## src/design/bbc_pkg.sv

```systemverilog
// Shared constants, command and status types, and size helpers for the blob centroid block.
package bbc_pkg;

    localparam int PIX_W       = 8;
    localparam int CFG_SIZE_W  = 13;
    localparam int CFG_THR_W   = 8;
    localparam int CFG_DATA_W  = 13;
    localparam int CFG_IDX_W   = 2;
    localparam int OUT_CENT_W  = 20;
    localparam int OUT_CNT_W   = 25;

    localparam int CFG_SIZE_MAX = 2 ** CFG_SIZE_W - 1;

    localparam int DEF_MAX_WIDTH     = 4096;
    localparam int DEF_MAX_HEIGHT    = 4096;
    localparam int DEF_FRACTION_BITS = 8;

    localparam logic [CFG_IDX_W-1:0] REG_IMAGE_WIDTH     = 2'd0;
    localparam logic [CFG_IDX_W-1:0] REG_IMAGE_HEIGHT    = 2'd1;
    localparam logic [CFG_IDX_W-1:0] REG_LEVEL_THRESHOLD = 2'd2;

    localparam logic [CFG_SIZE_W-1:0] RST_IMAGE_WIDTH     = 13'd640;
    localparam logic [CFG_SIZE_W-1:0] RST_IMAGE_HEIGHT    = 13'd480;
    localparam logic [CFG_THR_W-1:0]  RST_LEVEL_THRESHOLD = 8'd100;

    typedef struct packed {
        logic accept;
        logic start;
        logic step;
        logic load;
    } bbc_cmd_t;

    typedef struct packed {
        logic last_pos;
    } bbc_status_t;

    // Largest frame dimension the block can actually see, given the register width.
    function automatic int eff_size(input int max_v);
        return (max_v < CFG_SIZE_MAX) ? max_v : CFG_SIZE_MAX;
    endfunction

    function automatic int pos_width(input int max_v);
        return $clog2(eff_size(max_v));
    endfunction

    function automatic int cnt_width(input int max_w, input int max_h);
        return $clog2(eff_size(max_w) * eff_size(max_h) + 1);
    endfunction

    function automatic int div_width(input int max_w, input int max_h, input int frac);
        int pw;
        pw = (pos_width(max_w) > pos_width(max_h)) ? pos_width(max_w) : pos_width(max_h);
        return cnt_width(max_w, max_h) + pw + frac;
    endfunction

endpackage

```

## src/design/bbc_div_lane.sv

```systemverilog
// One restoring divider lane that yields one quotient bit per cycle while step is high.
module bbc_div_lane
    import bbc_pkg::*;
#(
    parameter int DW    = 45,
    parameter int CNT_W = 25
)
(
    input  logic                  clk,
    input  logic                  load,
    input  logic                  step,
    input  logic [DW-1:0]         dividend,
    input  logic [CNT_W-1:0]      divisor,
    output logic [OUT_CENT_W-1:0] quotient
);

    logic [DW-1:0]         dividend_reg, dividend_next;
    logic [CNT_W-1:0]      rem_reg, rem_next;
    logic [OUT_CENT_W-1:0] quot_reg, quot_next;
    logic [CNT_W:0]        rem_shift;
    logic [CNT_W:0]        rem_sub;
    logic                  ge;

    always_comb
    begin
        rem_shift = {rem_reg, dividend_reg[DW-1]};
        ge        = rem_shift >= {1'b0, divisor};
        rem_sub   = rem_shift - {1'b0, divisor};

        dividend_next = dividend_reg;
        rem_next      = rem_reg;
        quot_next     = quot_reg;
        if (load)
        begin
            dividend_next = dividend;
            rem_next      = '0;
            quot_next     = '0;
        end
        else if (step)
        begin
            dividend_next = dividend_reg << 1;
            rem_next      = ge ? rem_sub[CNT_W-1:0] : rem_shift[CNT_W-1:0];
            // Only the low quotient bits survive, which matches the masked result.
            quot_next     = {quot_reg[OUT_CENT_W-2:0], ge};
        end
    end

    always_ff @(posedge clk)
    begin
        dividend_reg <= dividend_next;
        rem_reg      <= rem_next;
        quot_reg     <= quot_next;
    end

    assign quotient = quot_reg;

endmodule

```

## src/design/bbc_datapath.sv

```systemverilog
// Datapath: configuration registers, raster counters, moment sums, dividers and result register.
module bbc_datapath
    import bbc_pkg::*;
#(
    parameter int MAX_WIDTH     = DEF_MAX_WIDTH,
    parameter int MAX_HEIGHT    = DEF_MAX_HEIGHT,
    parameter int FRACTION_BITS = DEF_FRACTION_BITS
)
(
    input  logic                  clk,
    input  logic                  rst_n,
    input  logic                  cfg_we,
    input  logic [CFG_IDX_W-1:0]  cfg_index,
    input  logic [CFG_DATA_W-1:0] cfg_data,
    input  logic [PIX_W-1:0]      pixel_value,
    input  bbc_cmd_t              cmd,
    output bbc_status_t           status,
    output logic [OUT_CENT_W-1:0] centroid_x,
    output logic [OUT_CENT_W-1:0] centroid_y,
    output logic [OUT_CNT_W-1:0]  object_count,
    output logic                  frame_empty
);

    localparam int XW  = pos_width(MAX_WIDTH);
    localparam int YW  = pos_width(MAX_HEIGHT);
    localparam int CW  = cnt_width(MAX_WIDTH, MAX_HEIGHT);
    localparam int SXW = CW + XW;
    localparam int SYW = CW + YW;
    localparam int DW  = div_width(MAX_WIDTH, MAX_HEIGHT, FRACTION_BITS);

    localparam logic [CFG_SIZE_W-1:0] W_LIMIT = CFG_SIZE_W'(eff_size(MAX_WIDTH));
    localparam logic [CFG_SIZE_W-1:0] H_LIMIT = CFG_SIZE_W'(eff_size(MAX_HEIGHT));

    logic [CFG_SIZE_W-1:0] width_reg, width_next;
    logic [CFG_SIZE_W-1:0] height_reg, height_next;
    logic [CFG_THR_W-1:0]  thresh_reg, thresh_next;

    logic [XW-1:0]  col_reg, col_next;
    logic [YW-1:0]  row_reg, row_next;
    logic [CW-1:0]  cnt_reg, cnt_next;
    logic [SXW-1:0] csum_reg, csum_next;
    logic [SYW-1:0] rsum_reg, rsum_next;

    logic [CW-1:0]  divisor_reg, divisor_next;
    logic           empty_reg, empty_next;

    logic [OUT_CENT_W-1:0] cx_reg, cx_next;
    logic [OUT_CENT_W-1:0] cy_reg, cy_next;
    logic [OUT_CNT_W-1:0]  count_reg, count_next;
    logic                  fempty_reg, fempty_next;

    logic [CFG_SIZE_W-1:0] eff_w_full, eff_h_full;
    logic [XW:0]           eff_w;
    logic [YW:0]           eff_h;
    logic [XW:0]           col_inc;
    logic [YW:0]           row_inc;
    logic                  row_end;
    logic                  last_pos;
    logic                  hit;
    logic [CW-1:0]         cnt_inc;
    logic [SXW-1:0]        csum_inc;
    logic [SYW-1:0]        rsum_inc;
    logic [DW-1:0]         dividend_x, dividend_y;
    logic [OUT_CENT_W-1:0] quot_x, quot_y;

    // Frame size as used: zero acts as one, large values stop at the maximum.
    always_comb
    begin
        priority if (width_reg == '0)
            eff_w_full = CFG_SIZE_W'(1);
        else if (width_reg > W_LIMIT)
            eff_w_full = W_LIMIT;
        else
            eff_w_full = width_reg;

        priority if (height_reg == '0)
            eff_h_full = CFG_SIZE_W'(1);
        else if (height_reg > H_LIMIT)
            eff_h_full = H_LIMIT;
        else
            eff_h_full = height_reg;
    end

    assign eff_w    = (XW+1)'(eff_w_full);
    assign eff_h    = (YW+1)'(eff_h_full);
    assign col_inc  = {1'b0, col_reg} + (XW+1)'(1);
    assign row_inc  = {1'b0, row_reg} + (YW+1)'(1);
    assign row_end  = col_inc >= eff_w;
    assign last_pos = row_end && (row_inc >= eff_h);

    assign status.last_pos = last_pos;

    assign hit      = pixel_value <= thresh_reg;
    assign cnt_inc  = cnt_reg + CW'(hit);
    assign csum_inc = csum_reg + (hit ? SXW'(col_reg) : '0);
    assign rsum_inc = rsum_reg + (hit ? SYW'(row_reg) : '0);

    assign dividend_x = DW'(csum_inc) << FRACTION_BITS;
    assign dividend_y = DW'(rsum_inc) << FRACTION_BITS;

    always_comb
    begin
        width_next  = width_reg;
        height_next = height_reg;
        thresh_next = thresh_reg;
        if (cfg_we)
        begin
            unique case (cfg_index)
                REG_IMAGE_WIDTH:     width_next  = cfg_data[CFG_SIZE_W-1:0];
                REG_IMAGE_HEIGHT:    height_next = cfg_data[CFG_SIZE_W-1:0];
                REG_LEVEL_THRESHOLD: thresh_next = cfg_data[CFG_THR_W-1:0];
                default:             ;
            endcase
        end
    end

    always_comb
    begin
        col_next  = col_reg;
        row_next  = row_reg;
        cnt_next  = cnt_reg;
        csum_next = csum_reg;
        rsum_next = rsum_reg;
        if (cmd.accept)
        begin
            if (row_end)
            begin
                col_next = '0;
                row_next = last_pos ? '0 : row_inc[YW-1:0];
            end
            else
            begin
                col_next = col_inc[XW-1:0];
            end

            // The frame's sums move into the dividers and the accumulators start over.
            if (last_pos)
            begin
                cnt_next  = '0;
                csum_next = '0;
                rsum_next = '0;
            end
            else
            begin
                cnt_next  = cnt_inc;
                csum_next = csum_inc;
                rsum_next = rsum_inc;
            end
        end
    end

    always_comb
    begin
        divisor_next = divisor_reg;
        empty_next   = empty_reg;
        if (cmd.start)
        begin
            divisor_next = cnt_inc;
            empty_next   = cnt_inc == '0;
        end
    end

    always_comb
    begin
        cx_next     = cx_reg;
        cy_next     = cy_reg;
        count_next  = count_reg;
        fempty_next = fempty_reg;
        if (cmd.load)
        begin
            cx_next     = empty_reg ? '0 : quot_x;
            cy_next     = empty_reg ? '0 : quot_y;
            count_next  = OUT_CNT_W'(divisor_reg);
            fempty_next = empty_reg;
        end
    end

    always_ff @(posedge clk or negedge rst_n)
    begin
        if (!rst_n)
        begin
            width_reg  <= RST_IMAGE_WIDTH;
            height_reg <= RST_IMAGE_HEIGHT;
            thresh_reg <= RST_LEVEL_THRESHOLD;
            col_reg    <= '0;
            row_reg    <= '0;
            cnt_reg    <= '0;
            csum_reg   <= '0;
            rsum_reg   <= '0;
        end
        else
        begin
            width_reg  <= width_next;
            height_reg <= height_next;
            thresh_reg <= thresh_next;
            col_reg    <= col_next;
            row_reg    <= row_next;
            cnt_reg    <= cnt_next;
            csum_reg   <= csum_next;
            rsum_reg   <= rsum_next;
        end
    end

    always_ff @(posedge clk)
    begin
        divisor_reg <= divisor_next;
        empty_reg   <= empty_next;
        cx_reg      <= cx_next;
        cy_reg      <= cy_next;
        count_reg   <= count_next;
        fempty_reg  <= fempty_next;
    end

    bbc_div_lane #(
        .DW    (DW),
        .CNT_W (CW)
    ) u_div_x (
        .clk      (clk),
        .load     (cmd.start),
        .step     (cmd.step),
        .dividend (dividend_x),
        .divisor  (divisor_reg),
        .quotient (quot_x)
    );

    bbc_div_lane #(
        .DW    (DW),
        .CNT_W (CW)
    ) u_div_y (
        .clk      (clk),
        .load     (cmd.start),
        .step     (cmd.step),
        .dividend (dividend_y),
        .divisor  (divisor_reg),
        .quotient (quot_y)
    );

    assign centroid_x   = cx_reg;
    assign centroid_y   = cy_reg;
    assign object_count = count_reg;
    assign frame_empty  = fempty_reg;

endmodule

```

## src/design/bbc_ctrl.sv

```systemverilog
// Controller: pixel handshake, divider sequencing and result word handshake.
module bbc_ctrl
    import bbc_pkg::*;
#(
    parameter int DIV_STEPS = 45
)
(
    input  logic        clk,
    input  logic        rst_n,
    input  logic        pixel_valid,
    output logic        pixel_stall,
    output logic        result_valid,
    input  logic        result_stall,
    input  bbc_status_t status,
    output bbc_cmd_t    cmd
);

    localparam int SW = $clog2(DIV_STEPS + 1);

    localparam logic [1:0] S_IDLE = 2'd0;
    localparam logic [1:0] S_DIV  = 2'd1;
    localparam logic [1:0] S_LOAD = 2'd2;

    logic [1:0]    state_reg, state_next;
    logic [SW-1:0] step_cnt_reg, step_cnt_next;
    logic          out_valid_reg, out_valid_next;
    logic          accept;
    logic          load_ok;

    // Only the last pixel of a frame has to wait for the divider and result register.
    assign pixel_stall = status.last_pos && (state_reg != S_IDLE);
    assign accept      = pixel_valid && !pixel_stall;
    assign load_ok     = !out_valid_reg || !result_stall;

    always_comb
    begin
        state_next     = state_reg;
        step_cnt_next  = step_cnt_reg;
        out_valid_next = out_valid_reg;
        cmd.accept     = accept;
        cmd.start      = 1'b0;
        cmd.step       = 1'b0;
        cmd.load       = 1'b0;

        if (out_valid_reg && !result_stall)
            out_valid_next = 1'b0;

        unique case (state_reg)
            S_IDLE:
            begin
                if (accept && status.last_pos)
                begin
                    cmd.start     = 1'b1;
                    step_cnt_next = SW'(DIV_STEPS);
                    state_next    = S_DIV;
                end
            end
            S_DIV:
            begin
                cmd.step      = 1'b1;
                step_cnt_next = step_cnt_reg - SW'(1);
                if (step_cnt_reg == SW'(1))
                    state_next = S_LOAD;
            end
            S_LOAD:
            begin
                if (load_ok)
                begin
                    cmd.load       = 1'b1;
                    out_valid_next = 1'b1;
                    state_next     = S_IDLE;
                end
            end
            default:
            begin
                state_next = S_IDLE;
            end
        endcase
    end

    always_ff @(posedge clk or negedge rst_n)
    begin
        if (!rst_n)
        begin
            state_reg     <= S_IDLE;
            step_cnt_reg  <= '0;
            out_valid_reg <= 1'b0;
        end
        else
        begin
            state_reg     <= state_next;
            step_cnt_reg  <= step_cnt_next;
            out_valid_reg <= out_valid_next;
        end
    end

    assign result_valid = out_valid_reg;

endmodule

```

## src/design/binary_blob_centroid.sv

```systemverilog
// Top level of the binary blob centroid block: controller plus datapath.
//
//  Channel   Direction  Handshake                   Word
//  pixel     in         pixel_valid / pixel_stall   pixel_value
//  result    out        result_valid / result_stall centroid_x, centroid_y, object_count,
//                                                   frame_empty
//  config    in         cfg_we                      cfg_index, cfg_data
//
// Pixels are taken one per cycle. The last pixel of a frame starts both centroid
// divisions, which run side by side at one quotient bit per cycle for DIV_STEPS steps
// (45 with the default sizes); then the result register loads once result_stall allows.
// Pixels of the next frame keep flowing meanwhile; only its last pixel stalls while the
// division runs or an earlier result word is still held by result_stall.
// Reset clears counters and sums and restores the default frame size and threshold.
module binary_blob_centroid
    import bbc_pkg::*;
#(
    parameter int MAX_WIDTH     = DEF_MAX_WIDTH,
    parameter int MAX_HEIGHT    = DEF_MAX_HEIGHT,
    parameter int FRACTION_BITS = DEF_FRACTION_BITS
)
(
    input  logic                  clk,
    input  logic                  rst_n,
    input  logic                  cfg_we,
    input  logic [CFG_IDX_W-1:0]  cfg_index,
    input  logic [CFG_DATA_W-1:0] cfg_data,
    input  logic                  pixel_valid,
    output logic                  pixel_stall,
    input  logic [PIX_W-1:0]      pixel_value,
    output logic                  result_valid,
    input  logic                  result_stall,
    output logic [OUT_CENT_W-1:0] centroid_x,
    output logic [OUT_CENT_W-1:0] centroid_y,
    output logic [OUT_CNT_W-1:0]  object_count,
    output logic                  frame_empty
);

    localparam int DIV_STEPS = div_width(MAX_WIDTH, MAX_HEIGHT, FRACTION_BITS);

    bbc_cmd_t    cmd;
    bbc_status_t status;

    bbc_ctrl #(
        .DIV_STEPS (DIV_STEPS)
    ) u_ctrl (
        .clk          (clk),
        .rst_n        (rst_n),
        .pixel_valid  (pixel_valid),
        .pixel_stall  (pixel_stall),
        .result_valid (result_valid),
        .result_stall (result_stall),
        .status       (status),
        .cmd          (cmd)
    );

    bbc_datapath #(
        .MAX_WIDTH     (MAX_WIDTH),
        .MAX_HEIGHT    (MAX_HEIGHT),
        .FRACTION_BITS (FRACTION_BITS)
    ) u_datapath (
        .clk          (clk),
        .rst_n        (rst_n),
        .cfg_we       (cfg_we),
        .cfg_index    (cfg_index),
        .cfg_data     (cfg_data),
        .pixel_value  (pixel_value),
        .cmd          (cmd),
        .status       (status),
        .centroid_x   (centroid_x),
        .centroid_y   (centroid_y),
        .object_count (object_count),
        .frame_empty  (frame_empty)
    );

endmodule

```

## config.mk

```make
export PLATFORM = sky130hd
export DESIGN_NAME = binary_blob_centroid
export DESIGN_NICKNAME = d
export VERILOG_FILES = /design/src/design/bbc_pkg.sv /design/src/design/bbc_div_lane.sv /design/src/design/bbc_datapath.sv /design/src/design/bbc_ctrl.sv /design/src/design/binary_blob_centroid.sv
export SDC_FILE = /design/constraint.sdc
export NUM_CORES = 1
export LEC_CHECK = 0
export BUFFER_PORTS_ARGS = -buffer_cell sky130_fd_sc_hd__buf_2
export CAP_MARGIN = 10
export CORE_MARGIN = 2
export CORE_UTILIZATION = 51
export DETAILED_ROUTE_END_ITERATION = 10
export GPL_ROUTABILITY_DRIVEN = 1
export PLACE_DENSITY = 0.73
export SYNTH_ARGS = -nofsm -noshare
export SYNTH_HDL_FRONTEND = slang
export SYNTH_HIERARCHICAL = 1
export SYNTH_SLANG_ARGS = --single-unit
```

## constraint.sdc

```tcl
create_clock -name clk -period 5.1 [get_ports clk]
set_clock_uncertainty 0.1 [all_clocks]
set_input_delay 0.765 -clock clk [delete_from_list [all_inputs] [get_ports clk]]
set_output_delay 0.765 -clock clk [all_outputs]
set_load 0.01 [all_outputs]
```

==> results of run 1 <==
-- logic make-up after synthesis --
| group | share of synthesized area |
|---|---|
| mux | 0.0742 |
| flops | 0.459 |
| other cells | 0.000151 |
| compound gates | 0.155 |
| simple gates | 0.161 |
| buf+inv | 0.0391 |
| fa+ha+maj | 0.0605 |
| xor+xnor | 0.0510 |
-- power by group --
group,switching [mW],internal [mW],total [mW]
registers,0.482,4.29,4.78
logic,2.47,1.81,4.28
clock network,1.46,1.99,3.44
-- timing repair --
| item | 4_1_cts | 5_1_grt |
|---|---|---|
| gates resized for setup | 0 | 2 |
| endpoints found under the setup margin | 0 | 13 |
| buffers inserted | 0 | 0 |
| hold endpoints to repair | 0 | 0 |
| hold buffers | 0 | 0 |
-- placed cells by master, fill, tap and decap left out, types with 26 or more instances in the layout --
cell type  synthesis  final
xnor2_1           74     74
nand3_1           80     80
buf_2             21     94
a22o_1            32     32
nor3_1            30     30
ha_1             114    114
inv_1            104    103
dfrtp_1          157    156
mux2i_1           45     45
dfxtp_1           90     90
nor2_1           177    177
edfxtp_1         182    182
and3_1            43     43
and2_1            41     41
o21ai_0          123    123
a311oi_1          26     26
nand2_1          224    223
buf_4              6     48
a21oi_1           90     89
nor2b_1           55     54
o2bb2ai_1         31     31
clkbuf_16          0     49
mux2_2           124    124
xor2_1            71     71
a21o_1            40     40
-- final timing paths --
path,startpoint,to,slack (ns),cells after the start
worst max-delay path,u_datapath/col_reg[1],pixel_stall,0.34,13
worst min-delay path,rst_n,u_datapath/thresh_reg[7],0.10,1
worst max register to register,u_datapath/row_reg[2],u_datapath/row_reg[5],0.47,18
worst min register to register,u_ctrl/step_cnt_reg[3],u_ctrl/step_cnt_reg[3],0.39,1
max in group asynchronous,rst_n,u_datapath/cnt_reg[18],3.82,2
min in group clk,cfg_data[8],u_datapath/width_reg[8],0.33,2
-- cell type report --
cell class | instances | area share
clock buffers | 54 | 0.0452
clock inverters | 34 | 0.0114
inverters | 107 | 0.0149
multi-input cells | 1773 | 0.454
flip-flops and latches | 438 | 0.412
well taps | 615 | 0.0277
repair buffers | 149 | 0.0347
-- per-layer routing --
layer	vias up	wire, um	track usage	part of all wire
li1	9000	-	-	-
met1	9078	25100	0.290	0.44
met2	521	27600	0.387	0.48
met3	129	2820	0.0339	0.049
met4	0	2060	0.0978	0.036
met5	-	0	0	0
-- stage by stage --
step           utilization  std cells
3_3_place_gp         0.546       3082
3_5_place_dp         0.546       3082
5_1_grt              0.579       3170
2_1_floorplan            -       2443
6_report             0.579       3170
4_1_cts              0.579       3170
==> out/qor.csv, run 1 <==
stage,metric,value,unit
status,outcome,"complete, no violations",
detailed_routing,first_pass_iters,5,
power,powerDensity,451,nW/um^2
final_layout,register_area,11400,um^2
yosys,ys_ff_latch,438,
final_layout,antennaDiodeCount,0,
clock_network,clk_latency,0.59,ns
detailed_routing,drt-total-wl,57.6,mm
floorplan,rows,80,
yosys,synth_common_cells,"224 x nand2_1, 182 x edfxtp_1, 177 x nor2_1",
yosys,yosys.area.top_type,edfxtp_1,
global_routing,grt_max_degree,96,
setup_path,cp-start-kind,flip-flop,
timing,hold_violations,0,
clock_network,path_clk_slew,0.06,ns
yosys,syn_avg_cell_area,10.3,um^2
timing,worst_pin_slew,1.06,ns
yosys,syn_inst,2428,
power,ir_worst_vdd,321,uV
timing,setup-violations-final,0,
final_layout,multi_input_area,12600,um^2
placed_design,dp_hpwl,39.2,mm
setup_path,worstPathMaxFanout,6,
setup_path,crit_family,simple AND/OR/NAND/NOR gates,
run,cap_violations,0,
timing,hold_slack,0.101,ns
yosys,yosysMostFrequentCell,nand2_1,
setup_path,worstPathArrival,3.89,ns
timing,rsz0062_at_grt,false,
setup_path,end_kind,primary output,
yosys,synth_ff_type,edfxtp_1,
timing,tns,0,ns
yosys,ys_types,106,
setup_path,path_cells,"ha_1, and3_1, nand3_1, nor2_1, xor2_1, ha_1, nand3_1, or4_1, a31oi_2, nand2_1, inv_2, o21a_1, buf_2",
yosys,synth_top_cell_area_share,0.220,
yosys,synth_edf_count,182,
timing,drv_slew,0,
floorplan,die_w,225,um
placed_design,portBuffers,95,
placed_design,post-place-ws,0.0923,ns
setup_path,critical-path-slowest-cell,or4_1,
clock_network,cts_htree_levels,2,
global_routing,grt_pass1_wl,94.0,mm
detailed_routing,via_count,18728,
hold_path,hold_path.class,input pin to asynchronous set/reset pin,
final_layout,final_cell_area,27700,um^2
placed_design,place_congestion,0.899,
detailed_routing,final_antenna_net_count,0,
yosys,ys_top_cells_by_area,"edfxtp_1 22%, dfrtp_1 16%, dfxtp_1 7.2%",
timing,slew_headroom,0.292,
clock_network,cts_root_buf,clkbuf_16,
final_layout,fin_nets,2662,
floorplan,dieArea,50600,um^2
clock_network,clock_sinks,438,
floorplan,fp.dieH,225,um
global_routing,grt_overflow_total,0,
floorplan,core-area,47900,um^2
detailed_routing,drtIter0Drc,1338,
yosys,synth-async-reset-ratio,0.379,
clock_network,cts_tree,built,
power,p_leak,11.6,nW
floorplan,pin_count,96,
placed_design,postPlaceCellArea,26200,um^2
yosys,synth_seq_area_share,0.459,
timing,clock.fmax,0.210,GHz
power,total_power,12.5,mW
setup_path,path_class,flip-flop to primary output,
detailed_routing,drcViolationCount,0,
detailed_routing,routedWlPerCell,18.2,um
detailed_routing,via_per_inst,5.91,
clock_network,clock_path_buffers,3,
timing,fin_ws,0.340,ns
timing,finalCritPeriodShare,0.933,
clock_network,cts_buffers,47,
final_layout,fillers,4007,
setup_path,crit_buf_inv,2,
yosys,synth_area,24900,um^2
yosys,yosysWarnings,6,
global_routing,grt_pass1_vias,18592,
floorplan,initial_core_util,0.519,
final_layout,drive_gt1_frac,0.171,
global_routing,gr-usage-all-layers,0.228,
setup_path,slowest_delay,0.57,ns
global_routing,antenna_found_initial,0,
timing,post-route-min-period,4.76,ns
setup_path,cp.required,4.24,ns
final_layout,area_growth,11.5,%
Power figures use the tool's default switching activity.
==> run 2, diff against run 1 <==
- CELL_PAD_IN_SITES_DETAIL_PLACEMENT: unset -> 0
- CELL_PAD_IN_SITES_GLOBAL_PLACEMENT: unset -> 2
- CORE_MARGIN: 2 -> unset
- CORE_UTILIZATION: 51 -> 38
- PLACE_DENSITY: 0.73 -> 0.81
==> out/qor.csv, run 2 (synthesis gave the netlist of run 1 again) <==
stage,metric,value,unit,change
timing,finalCritPeriodShare,0.934,,about the same
placed_design,portBuffers,95,,unchanged
power,total_power,12.9,mW,+2.9%
timing,drv_slew,0,,unchanged
setup_path,setup.worst_path.start,u_datapath/col_reg[1],,
clock_network,cts_setup_buffers,0,,unchanged
final_layout,drive_gt1_frac,0.178,,+0.00687
setup_path,slowest_delay,0.61,ns,+0.04 ns
clock_network,path_clk_slew,0.06,ns,about the same
clock_network,cts_htree_levels,2,,unchanged
placed_design,dp_hpwl,42.1,mm,+7.4%
global_routing,grt_pass1_wl,100,mm,+6.8%
timing,slew_headroom,0.325,,+0.0334
setup_path,worstPathArrival,3.90,ns,about the same
clock_network,post_cts_resized,0,,unchanged
timing,tns,0,ns,unchanged
clock_network,cts_tree,built,,
run,cap_violations,0,,unchanged
floorplan,pin_count,96,,unchanged
placed_design,postPlaceCellArea,26600,um^2,+1.7%
floorplan,die_w,258,um,+15%
timing,worst_pin_slew,1.01,ns,-0.0498 ns
floorplan,dieArea,66500,um^2,+32%
global_routing,grt_overflow_total,0,,unchanged
setup_path,cp.required,4.24,ns,about the same
clock_network,cts_root_buf,clkbuf_16,,
clock_network,hold_buffers,0,,unchanged
final_layout,final_cell_mix,"223 x nand2_1, 182 x edfxtp_1, 177 x nor2_1, 157 x dfrtp_1, 124 x mux2_2",,
final_layout,antennaDiodeCount,0,,unchanged
setup_path,reg2regPathDepth,17,,-1
global_routing,grt_pass1_vias,18813,,+1.2%
power,powerDensity,453,nW/um^2,+0.56%
clock_network,clock_path_buffers,3,,unchanged
setup_path,path_cells,"ha_1, and3_1, nand3_1, nor2_1, xor2_1, ha_1, nand3_1, or4_1, a31oi_2, nand2_1, inv_2, o21a_1, buf_2",,
final_layout,fin_util,0.440,,-0.139
setup_path,r2r-start,u_datapath/col_reg[1],,
timing,hold_slack,0.135,ns,+0.0342 ns
floorplan,fp.dieH,258,um,+15%
detailed_routing,routedWlPerCell,17.9,um,-1.7%
setup_path,critical-path-slowest-cell,or4_1,,
detailed_routing,drtIter0Drc,1177,,-12%
global_routing,gr-usage-all-layers,0.185,,-0.0426
placed_design,place_congestion,0.851,,-5.3%
detailed_routing,final_antenna_net_count,0,,unchanged
timing,hold_violations,0,,unchanged
status,outcome,"complete, no violations",,
global_routing,antenna_found_initial,0,,unchanged
final_layout,fillers,6191,,+55%
global_routing,grt_max_degree,94,,-2.1%
timing,setup-violations-final,0,,unchanged
floorplan,core-area,64600,um^2,+35%
detailed_routing,first_pass_iters,6,,+1
setup_path,cp-start-kind,flip-flop,,
detailed_routing,via_per_inst,5.39,,-8.8%
floorplan,rows,93,,+16%
final_layout,final_cell_area,28400,um^2,+2.3%
floorplan,initial_core_util,0.385,,-0.134
timing,post-route-min-period,4.76,ns,+0.00299 ns
final_layout,area_growth,14.1,%,
power,ir_worst_vdd,252,uV,-21%
setup_path,end_kind,primary output,,
timing,clock.fmax,0.210,GHz,about the same
timing,rsz0062_at_grt,false,,
hold_path,hold_path.class,input pin to asynchronous set/reset pin,,
detailed_routing,drcViolationCount,0,,unchanged
final_layout,fin_nets,2684,,+0.83%
clock_network,clock_sinks,438,,unchanged
setup_path,worstPathMaxFanout,6,,unchanged
clock_network,clk_latency,0.59,ns,about the same
detailed_routing,drt-total-wl,61.3,mm,+6.6%
detailed_routing,via_count,18506,,-1.2%
setup_path,path_class,flip-flop to primary output,,
clock_network,cts_buffers,51,,+8.5%
final_layout,final_common_cell,nand2_1,,
power,p_leak,11.8,nW,+1.7%
## run 2: changes by cell type in the layout (fill, tap and decap cells not counted), moves of 3 or more
| cell | before | now |
|---|---|---|
| clkbuf_1 | 4 | 7 |
| buf_4 | 48 | 65 |
| clkbuf_8 | 1 | 9 |
| clkbuf_16 | 49 | 54 |
| clkinv_4 | 3 | 0 |
## run 2: critical path, delay by kind of cell, from the launching register on
kind                     cells  cell delay, ns
flip-flops                   1            0.43
AO/OA/AOI/OAI                2            0.48
adder cells (fa/ha/maj)      2            0.57
XOR/XNOR                     1            0.10
buffers and inverters        2            0.29
AND/OR/NAND/NOR              6            1.45
## run 2: report_power, final
part           switching, mW  internal (mW)  total, mW
logic                   2.46           1.81       4.28
registers              0.472           4.29       4.77
clock network           1.51           2.31       3.82
total                   4.45           8.41       12.9
## run 2: worst paths after layout
check / endpoint / slack (ns)
max reg2reg: u_datapath/u_div_x/rem_reg[13] / 0.45
min reg2reg: u_ctrl/step_cnt_reg[3] / 0.39
max in group asynchronous: u_ctrl/state_reg[1] / 3.75
max: pixel_stall / 0.34
min: u_datapath/csum_reg[33] / 0.14
min in group clk: u_datapath/width_reg[11] / 0.34
## run 2: area by class of cell
cell class,instances,area [um^2],share of cell area
repair buffers,167,1110,0.0391
clock inverters,25,256,0.00904
flip-flops and latches,438,11400,0.403
inverters,107,414,0.0146
well taps,855,1070,0.0377
multi-input cells,1773,12600,0.444
clock buffers,70,1500,0.0529
## run 2: metal layers
layer  up-vias  wire, um  global-route usage
met1      9042     28000               0.238
li1       9080         -                   -
met4         0      1520              0.0565
met2       290     29800               0.323
met5         -         0                   0
met3        94      2080              0.0231
## run 2: through the flow
stage                     instances  setup WS (ns)
final                          3435          0.337
after global routing           3435         0.0612
after CTS                      3435          0.279
after detailed placement       3340         0.0478
after global placement         3340         0.0864
after floorplan                2443         0.0801
